<file path="src/rtl/core/hsc_pkg.sv">
// hsc_pkg: beat types, register map and bit-placement helpers for the
// Hamming SEC codec. No dependencies; imported by hamming_sec_codec_core.
package hsc_pkg;

  localparam int WORD_W = 63;
  localparam int ERR_W  = 6;
  localparam int PAR_W  = 3;
  localparam int ADDR_W = 3;
  localparam int DATA_W = 32;

  // register map, index = paddr[2]
  localparam logic REG_PARITY_COUNT = 1'b0;
  localparam logic [PAR_W-1:0] PARITY_RST = 3'd4;

  localparam logic CMD_ENCODE = 1'b0;
  localparam logic CMD_DECODE = 1'b1;

  typedef struct packed {
    logic              cmd;
    logic [WORD_W-1:0] in_word;
  } in_beat_t;

  typedef struct packed {
    logic [WORD_W-1:0] out_word;
    logic [ERR_W-1:0]  error_position;
  } out_beat_t;

  // Codeword mask for parity count p (saturated to 2..6).
  function automatic logic [WORD_W-1:0] cw_mask(input logic [PAR_W-1:0] p);
    logic [WORD_W-1:0] m;
    case (p) inside
      3'd0, 3'd1, 3'd2: m = 63'h7;
      3'd3:             m = 63'h7F;
      3'd4:             m = 63'h7FFF;
      3'd5:             m = 63'h7FFF_FFFF;
      default:          m = '1;
    endcase
    return m;
  endfunction

  // Data bits into the non-power-of-two positions, ascending. Fixed wiring.
  function automatic logic [WORD_W-1:0] spread(input logic [WORD_W-1:0] d);
    logic [WORD_W-1:0] r;
    int idx;
    r   = '0;
    idx = 0;
    for (int k = 1; k <= WORD_W; k++) begin
      if ((k & (k - 1)) != 0) begin
        r[k-1] = d[idx];
        idx++;
      end
    end
    return r;
  endfunction

  // Inverse of spread: pick the data positions back out, packed from bit 0.
  function automatic logic [WORD_W-1:0] gather(input logic [WORD_W-1:0] cw);
    logic [WORD_W-1:0] r;
    int idx;
    r   = '0;
    idx = 0;
    for (int k = 1; k <= WORD_W; k++) begin
      if ((k & (k - 1)) != 0) begin
        r[idx] = cw[k-1];
        idx++;
      end
    end
    return r;
  endfunction

  // Positions whose index has bit j set.
  function automatic logic [WORD_W-1:0] syn_mask(input int j);
    logic [WORD_W-1:0] m;
    for (int k = 1; k <= WORD_W; k++) begin
      m[k-1] = ((k >> j) & 1) != 0;
    end
    return m;
  endfunction

endpackage

</file>
<file path="src/rtl/core/hamming_sec_codec_core.sv">
// hamming_sec_codec_core: three-stage Hamming SEC encoder/decoder with an
// APB-style parity_count register. Depends on hsc_pkg.
//
//   channel   dir   handshake                 payload
//   in_       in    in_valid / in_ready       hsc_pkg::in_beat_t
//   out_      out   out_valid / out_ready     hsc_pkg::out_beat_t
//   apb       in    psel/penable/pwrite       paddr, pwdata, prdata
//
// One beat per cycle sustained while out_ready is held high. An accepted
// beat moves through the s1, s2 and output registers in turn (place/mask,
// syndrome XOR trees, correct/extract into the output register). Synchronous
// active-low reset empties the pipeline and sets parity_count to 4. A stalled
// output holds its beat; each stage refills as soon as the one after it
// moves, so nothing is dropped.
module hamming_sec_codec_core (
  input  logic                       clk,
  input  logic                       rst_n,
  input  logic                       in_valid,
  output logic                       in_ready,
  input  hsc_pkg::in_beat_t          in_beat,
  output logic                       out_valid,
  input  logic                       out_ready,
  output hsc_pkg::out_beat_t         out_beat,
  input  logic                       psel,
  input  logic                       penable,
  input  logic                       pwrite,
  input  logic [hsc_pkg::ADDR_W-1:0] paddr,
  input  logic [hsc_pkg::DATA_W-1:0] pwdata,
  output logic [hsc_pkg::DATA_W-1:0] prdata,
  output logic                       pready
);
  import hsc_pkg::*;

  logic [PAR_W-1:0]  parity_count_r;

  logic              s1_v_r, s1_cmd_r;
  logic [WORD_W-1:0] s1_cw_r, s1_cw_nxt;
  logic              s2_v_r, s2_cmd_r;
  logic [WORD_W-1:0] s2_cw_r;
  logic [ERR_W-1:0]  s2_syn_r, s2_syn_nxt;
  logic              out_v_r;
  out_beat_t         out_beat_r, out_beat_nxt;

  logic adv1, adv2, adv3;

  // ---------------- config port
  assign pready = 1'b1;
  assign prdata = (paddr[2] == REG_PARITY_COUNT) ? DATA_W'(parity_count_r) : '0;

  always_ff @(posedge clk) begin
    if (!rst_n) begin
      parity_count_r <= PARITY_RST;
    end else if (psel && penable && pwrite && (paddr[2] == REG_PARITY_COUNT)) begin
      parity_count_r <= pwdata[PAR_W-1:0];
    end
  end

  // ---------------- stall chain
  assign adv3     = !out_v_r || out_ready;
  assign adv2     = !s2_v_r || adv3;
  assign adv1     = !s1_v_r || adv2;
  assign in_ready = adv1;

  // stage 1: place data bits (encode) and trim to the code length
  always_comb begin
    if (in_beat.cmd == CMD_ENCODE) begin
      s1_cw_nxt = spread(in_beat.in_word) & cw_mask(parity_count_r);
    end else begin
      s1_cw_nxt = in_beat.in_word & cw_mask(parity_count_r);
    end
  end

  // stage 2: syndrome, one XOR tree per bit
  always_comb begin
    for (int j = 0; j < ERR_W; j++) begin
      s2_syn_nxt[j] = ^(s1_cw_r & syn_mask(j));
    end
  end

  // stage 3: insert parity, or flip the flagged position and extract data
  always_comb begin
    logic [WORD_W:0]   onehot;
    logic [WORD_W-1:0] enc;
    onehot = (WORD_W+1)'(1) << s2_syn_r;
    enc    = s2_cw_r;
    for (int j = 0; j < ERR_W; j++) begin
      enc[(1 << j) - 1] = s2_syn_r[j];
    end
    if (s2_cmd_r == CMD_ENCODE) begin
      out_beat_nxt.out_word       = enc;
      out_beat_nxt.error_position = '0;
    end else begin
      // zero syndrome gives an empty flip mask
      out_beat_nxt.out_word       = gather(s2_cw_r ^ onehot[WORD_W:1]);
      out_beat_nxt.error_position = s2_syn_r;
    end
  end

  always_ff @(posedge clk) begin
    if (!rst_n) begin
      s1_v_r  <= 1'b0;
      s2_v_r  <= 1'b0;
      out_v_r <= 1'b0;
    end else begin
      if (adv1) s1_v_r  <= in_valid;
      if (adv2) s2_v_r  <= s1_v_r;
      if (adv3) out_v_r <= s2_v_r;
    end
  end

  always_ff @(posedge clk) begin
    if (adv1 && in_valid) begin
      s1_cmd_r <= in_beat.cmd;
      s1_cw_r  <= s1_cw_nxt;
    end
    if (adv2 && s1_v_r) begin
      s2_cmd_r <= s1_cmd_r;
      s2_cw_r  <= s1_cw_r;
      s2_syn_r <= s2_syn_nxt;
    end
    if (adv3 && s2_v_r) begin
      out_beat_r <= out_beat_nxt;
    end
  end

  assign out_valid = out_v_r;
  assign out_beat  = out_beat_r;

endmodule

</file>
<file path="config.mk">
export PLATFORM = sky130hd
export DESIGN_NAME = hamming_sec_codec_core
export DESIGN_NICKNAME = d
export VERILOG_FILES = /design/src/rtl/core/hsc_pkg.sv /design/src/rtl/core/hamming_sec_codec_core.sv
export SDC_FILE = /design/constraint.sdc
export NUM_CORES = 1
export LEC_CHECK = 0
export BUFFER_PORTS_ARGS = -buffer_cell sky130_fd_sc_hd__buf_2
export CAP_MARGIN = 15
export CORE_MARGIN = 4
export CORE_UTILIZATION = 55
export DETAILED_ROUTE_END_ITERATION = 10
export PLACE_DENSITY = 0.82
export SLEW_MARGIN = 0
export SYNTH_ARGS = -nofsm -noshare
export SYNTH_HDL_FRONTEND = slang
export SYNTH_SLANG_ARGS = --single-unit
export TNS_END_PERCENT = 50
</file>
<file path="constraint.sdc">
create_clock -name clk -period 7.8 [get_ports clk]
set_clock_uncertainty 0.1 [all_clocks]
set_input_delay 0.78 -clock clk [delete_from_list [all_inputs] [get_ports clk]]
set_output_delay 0.78 -clock clk [all_outputs]
set_load 0.01 [all_outputs]
</file>
; ---- After elaboration in Yosys (flattened, before gate mapping)
; Index checks and enable logic that the tools add are counted.
[classes]
bitwise_logic = 4
addsub = 110
shifts = 1
eq_ne = 5
magnitude_cmp = 168
muxes = 570
reduce_logical = 76
[op_table]
columns = cell, n
row1 = two-way mux 63 bit, 62
row2 = "< comparator 32 x 8 -> 1 bit, second input constant", 112
row3 = two-way mux 32 bit, 112
row4 = bitwise mux 63 bit, 56
row5 = "adder 32 x 2 -> 32 bit, second input constant", 110
row6 = ">= comparator 32 x 1 -> 1 bit, second input constant", 56
row7 = parity 63 bit, 6
row8 = binary-select mux 1 bit (select 6 bit), 56
row9 = demux 1 bit (select 6 bit), 56
row10 = two-way mux 1 bit, 226
row11 = AND 63 bit, 2
row12 = two-way mux 69 bit, 1
row13 = "left shift 1 x 6 -> 64 bit, first input constant", 1
row14 = bitwise XOR 63 bit, 1
row15 = logical AND 1 bit, 62
row16 = "equality test 3 x 2 -> 1 bit, second input constant", 2
row17 = "equality test 3 bit, second input constant", 2
row18 = "equality test 3 x 1 -> 1 bit, second input constant", 1
row19 = logical NOT 1 bit, 3
row20 = logical NOT 3 bit, 1
row21 = logical OR 1 bit, 3
row22 = two-way mux 3 bit, 1
row23 = OR reduction 3 bit, 1
row24 = inverter 1 bit, 1
[totals]
output_inout_bits = 104
inputBits = 106
ff_bits = 209
wordCells = 945

; ---- Logic depth before layout (Yosys ltp)
[depth]
depth_word = 117
depth_mapped = 6
depth_no_buf = 5

; ---- Worst setup path before layout
; No wires, ideal clock.
[synth_timing]
path_type = input to register
start = input out_ready
end = register s2_cmd_r, enable pin
setup_ns = 0.584
t_required_ns = 7.116
setup_slack_ns = 1.579
arrival_time_ns = 5.537
path_buffers = 0
stages = 2
path_cell_list = nor2b_1 -> a21boi_0
[synth_between]
elab_chain_cells = 3
[synth_lines]
columns = item, line_no
row1 = start: declaration, hamming_sec_codec_core.sv:22  ; input logic out_ready,
row2 = logical OR 1 bit, hamming_sec_codec_core.sv:59  ; assign adv3 = !out_v_r || out_ready;
row3 = logical OR 1 bit, hamming_sec_codec_core.sv:60  ; assign adv2 = !s2_v_r || adv3;
row4 = logical AND 1 bit, hamming_sec_codec_core.sv:116  ; if (adv2 && s1_v_r) begin
row5 = end signal: assignment, hamming_sec_codec_core.sv:117  ; s2_cmd_r <= s1_cmd_r;
row6 = end: declaration, hamming_sec_codec_core.sv:38  ; logic s2_v_r, s2_cmd_r;
; No other way between the ends.
; A chain may end at the register's enable or synchronous reset.

; ---- Worst setup path in the final report
[layout_timing]
start = input out_ready
end = output in_ready
[layout_between]
elab_chain_cells = 3
[layout_lines]
columns = item, line_no
row1 = logical OR 1 bit, hamming_sec_codec_core.sv:59
row2 = logical OR 1 bit, hamming_sec_codec_core.sv:60
row3 = logical OR 1 bit, hamming_sec_codec_core.sv:61  ; assign adv1 = !s1_v_r || adv2;
row4 = end: declaration, hamming_sec_codec_core.sv:19  ; output logic in_ready,
; No other way between the ends.

==> out/results.tsv <==
metric	value	unit
vias in the first global route	5654	
RSZ-0062 raised after global routing	false	
Mapped Area	0.00989	mm^2
H-Tree Depth	1	
R2R setup slack	5.57	ns
# DRC	0	
RR Startpoint	s1_cw_r[62]	
status	completed	
Vias/cell	5.08	
Cells after Synth	795	
Fin. Hold Viols	0	
register area	0.00604	mm^2
fraction of layout cells with a size suffix above 1	20.4	%
post-route minimum period	2.67	ns
die width	142	um
WP buf/inv	2	
highest clock rate	375	MHz
met3 global-route usage	3.33	%
GPL Wtd Cong	0.908	
crit path cell chain	buf_2 > nor2b_1 > nand3_1 > buf_2	
Setup TNS	0	ns
clk_lat worst skew	0.50	ns
Gates resized, CTS repair	0	
LEAKAGE	4.31	nW
Vias	5957	
CTS tree	built	
Root Driver	clkbuf_16	
Slew Limit Fails	0	
Ant. Diodes	0	
Routed WL	20000	um
Max-Cap Viols	0	
hold_buf cts	0	
WHS	0.320	ns
Worst Reg-to-Reg Cells	5	
Setup crit start kind	input port	
Initial Util	56.6	%
DRT Pass-1 Iters	7	
Levels on crit path	4	
CTS buffer count	21	
Worst-path clk slew	0.06	ns
Synth cell types	32	
first-pass GRT wire length	30400	um
post-route cell area	0.0114	mm^2
initial DRC count	655	
worst setup path endpoint	in_ready	
DP Cell Count	1136	
CP required	6.92	ns
Critical-path top delay cell	nor2b_1	
die area	0.0202	mm^2
arrival time worst endpoint	1.79	ns
Seq/Total Area, Yosys	61.0	%
power per cell area	249	mW/mm^2
final non-filler cell total	1173	
largest net degree at the start of global routing	127	
Slew HR	26.3	%
GR Overflow Total	0	
YS warnings	0	
post-CTS setup repair buffer count	0	
crit path from	out_ready	
initial antenna violation count	0	
worst-case clock buffer depth	3	
gr usage total	19.4	%
Setup crit end kind	primary output	
commonest non-fill, non-tap cell in the layout	edfxtp_1	
type of the worst setup path	input port to primary output	
Max VDD drop	199	uV
cell family with most CP delay	simple AND/OR/NAND/NOR gates	
Post-DP HPWL	15200	um
reg2reg end	s2_syn_r[3]	
Top-Level Pins	210	
Largest stage delay, worst path	0.57	ns
Area Growth Syn to Fin	15.5	%
Final Util	65.4	%
commonest cells after routing, fill and taps aside	197 x edfxtp_1, 147 x buf_2, 134 x nor2_1	
met2 usage	30.4	%
Final setup viols	0	
placed inst area	0.0107	mm^2
Port Buf Inserts	148	
nets	1040	
Most Crowded Layer GR	met2	
# rows	48	
Fill cells	1320	
Die Ht	142	um
WL/cell	17.0	um
Multi-input gate area	0.00363	mm^2
hold crit path type	flop to flop	
most used cell, CP	buf_2	
crit share post-route	34.2	%
core area	0.0175	mm^2
syn avg cell area	12.4	um^2
Post-DRT Antenna Nets	0	
CP Max Fanout	6	
met1 GRT Util	28.6	%
flops & latches, synth	203	
clock sink total	203	
Worst Max-Slew Pin Slew	1.11	ns
## cells by family (layout without fill, tap and decap cells)
group / after synthesis / count (layout) / share of synthesized area, %
AND/OR/NAND/NOR: 233 / 233 / 10.3
flip-flops: 203 / 203 / 61.0
XOR/XNOR: 163 / 163 / 15.2
AO/OA/AOI/OAI: 66 / 66 / 3.45
buffers and inverters: 66 / 191 / 3.72
multiplexers: 62 / 62 / 6.29
other: 2 / 30 / 0.0759
## per-layer routing
| metal | up-vias | share of wire [%] |
|---|---|---|
| met2 | 249 | 45 |
| met3 | 38 | 7.6 |
| li1 | 2963 | - |
| met5 | - | 0 |
| met4 | 0 | 2.2 |
| met1 | 2707 | 46 |
## synth_stat cells, drive strengths merged
master / count / area (um^2)
a21boi: 2 / 15.0
a21oi: 60 / 300
a31oi: 1 / 6.26
and2: 9 / 56.3
and3: 1 / 6.26
buf: 44 / 285
clkbuf: 20 / 75.1
conb: 2 / 7.51
dfxtp: 6 / 120
edfxtp: 197 / 5920
inv: 2 / 7.51
mux2: 1 / 11.3
mux2i: 61 / 611
nand2: 41 / 154
nand2b: 6 / 37.5
nand3: 4 / 20.0
nand4: 4 / 25.0
nand4b: 3 / 26.3
nor2: 134 / 503
nor2b: 22 / 138
nor3: 6 / 30.0
o211ai: 1 / 7.51
o21a: 1 / 7.51
o21ai: 1 / 5.00
or2: 3 / 18.8
xnor2: 108 / 953
xnor3: 5 / 113
xor2: 50 / 438
## power breakdown
group | switching (W) | internal, W | leakage [nW]
clock | 0.000400 | 0.000599 | 0.349
sequential | 0.0000788 | 0.00129 | 1.94
combinational | 0.000262 | 0.000218 | 2.02
total | 0.000741 | 0.00210 | 4.31
## through the flow
stage	power, W	worst slack (ns)
detailed placement	0.00186	5.15
CTS	0.00286	5.12
finish	0.00284	5.13
floorplan	0.00175	1.58
global placement	0.00185	5.12
global route	0.00297	4.99
## sequential cells by signal, indices dropped and copies added (netlist names), 3 cells and up
| signal | count |
|---|---|
| s2_syn_r | 6 |
| s2_cw_r | 57 |
| out_beat | 69 |
| s1_cw_r | 63 |
| parity_count_r | 3 |
## worst min-delay path by stage
stage               startpoint        to  slack, ns  cells past startpoint
floorplan             s1_cmd_r  s2_cmd_r       0.30                      0
global placement      s1_cmd_r  s2_cmd_r       0.31                      0
detailed placement    s1_cmd_r  s2_cmd_r       0.30                      0
CTS                   s1_cmd_r  s2_cmd_r       0.32                      0
global route          s1_cmd_r  s2_cmd_r       0.33                      0
finish                s1_cmd_r  s2_cmd_r       0.32                      0
## area by class of cell
| cell class | instances | share of cell area [%] |
|---|---|---|
| clock buffer | 23 | 4.66 |
| clock inverter | 14 | 1.46 |
| inverter | 2 | 0.0657 |
| multi-input combinational | 554 | 31.8 |
| sequential | 203 | 52.8 |
| tap | 225 | 2.46 |
| timing repair buffer | 152 | 6.77 |
Power figures use the tool's default switching activity.
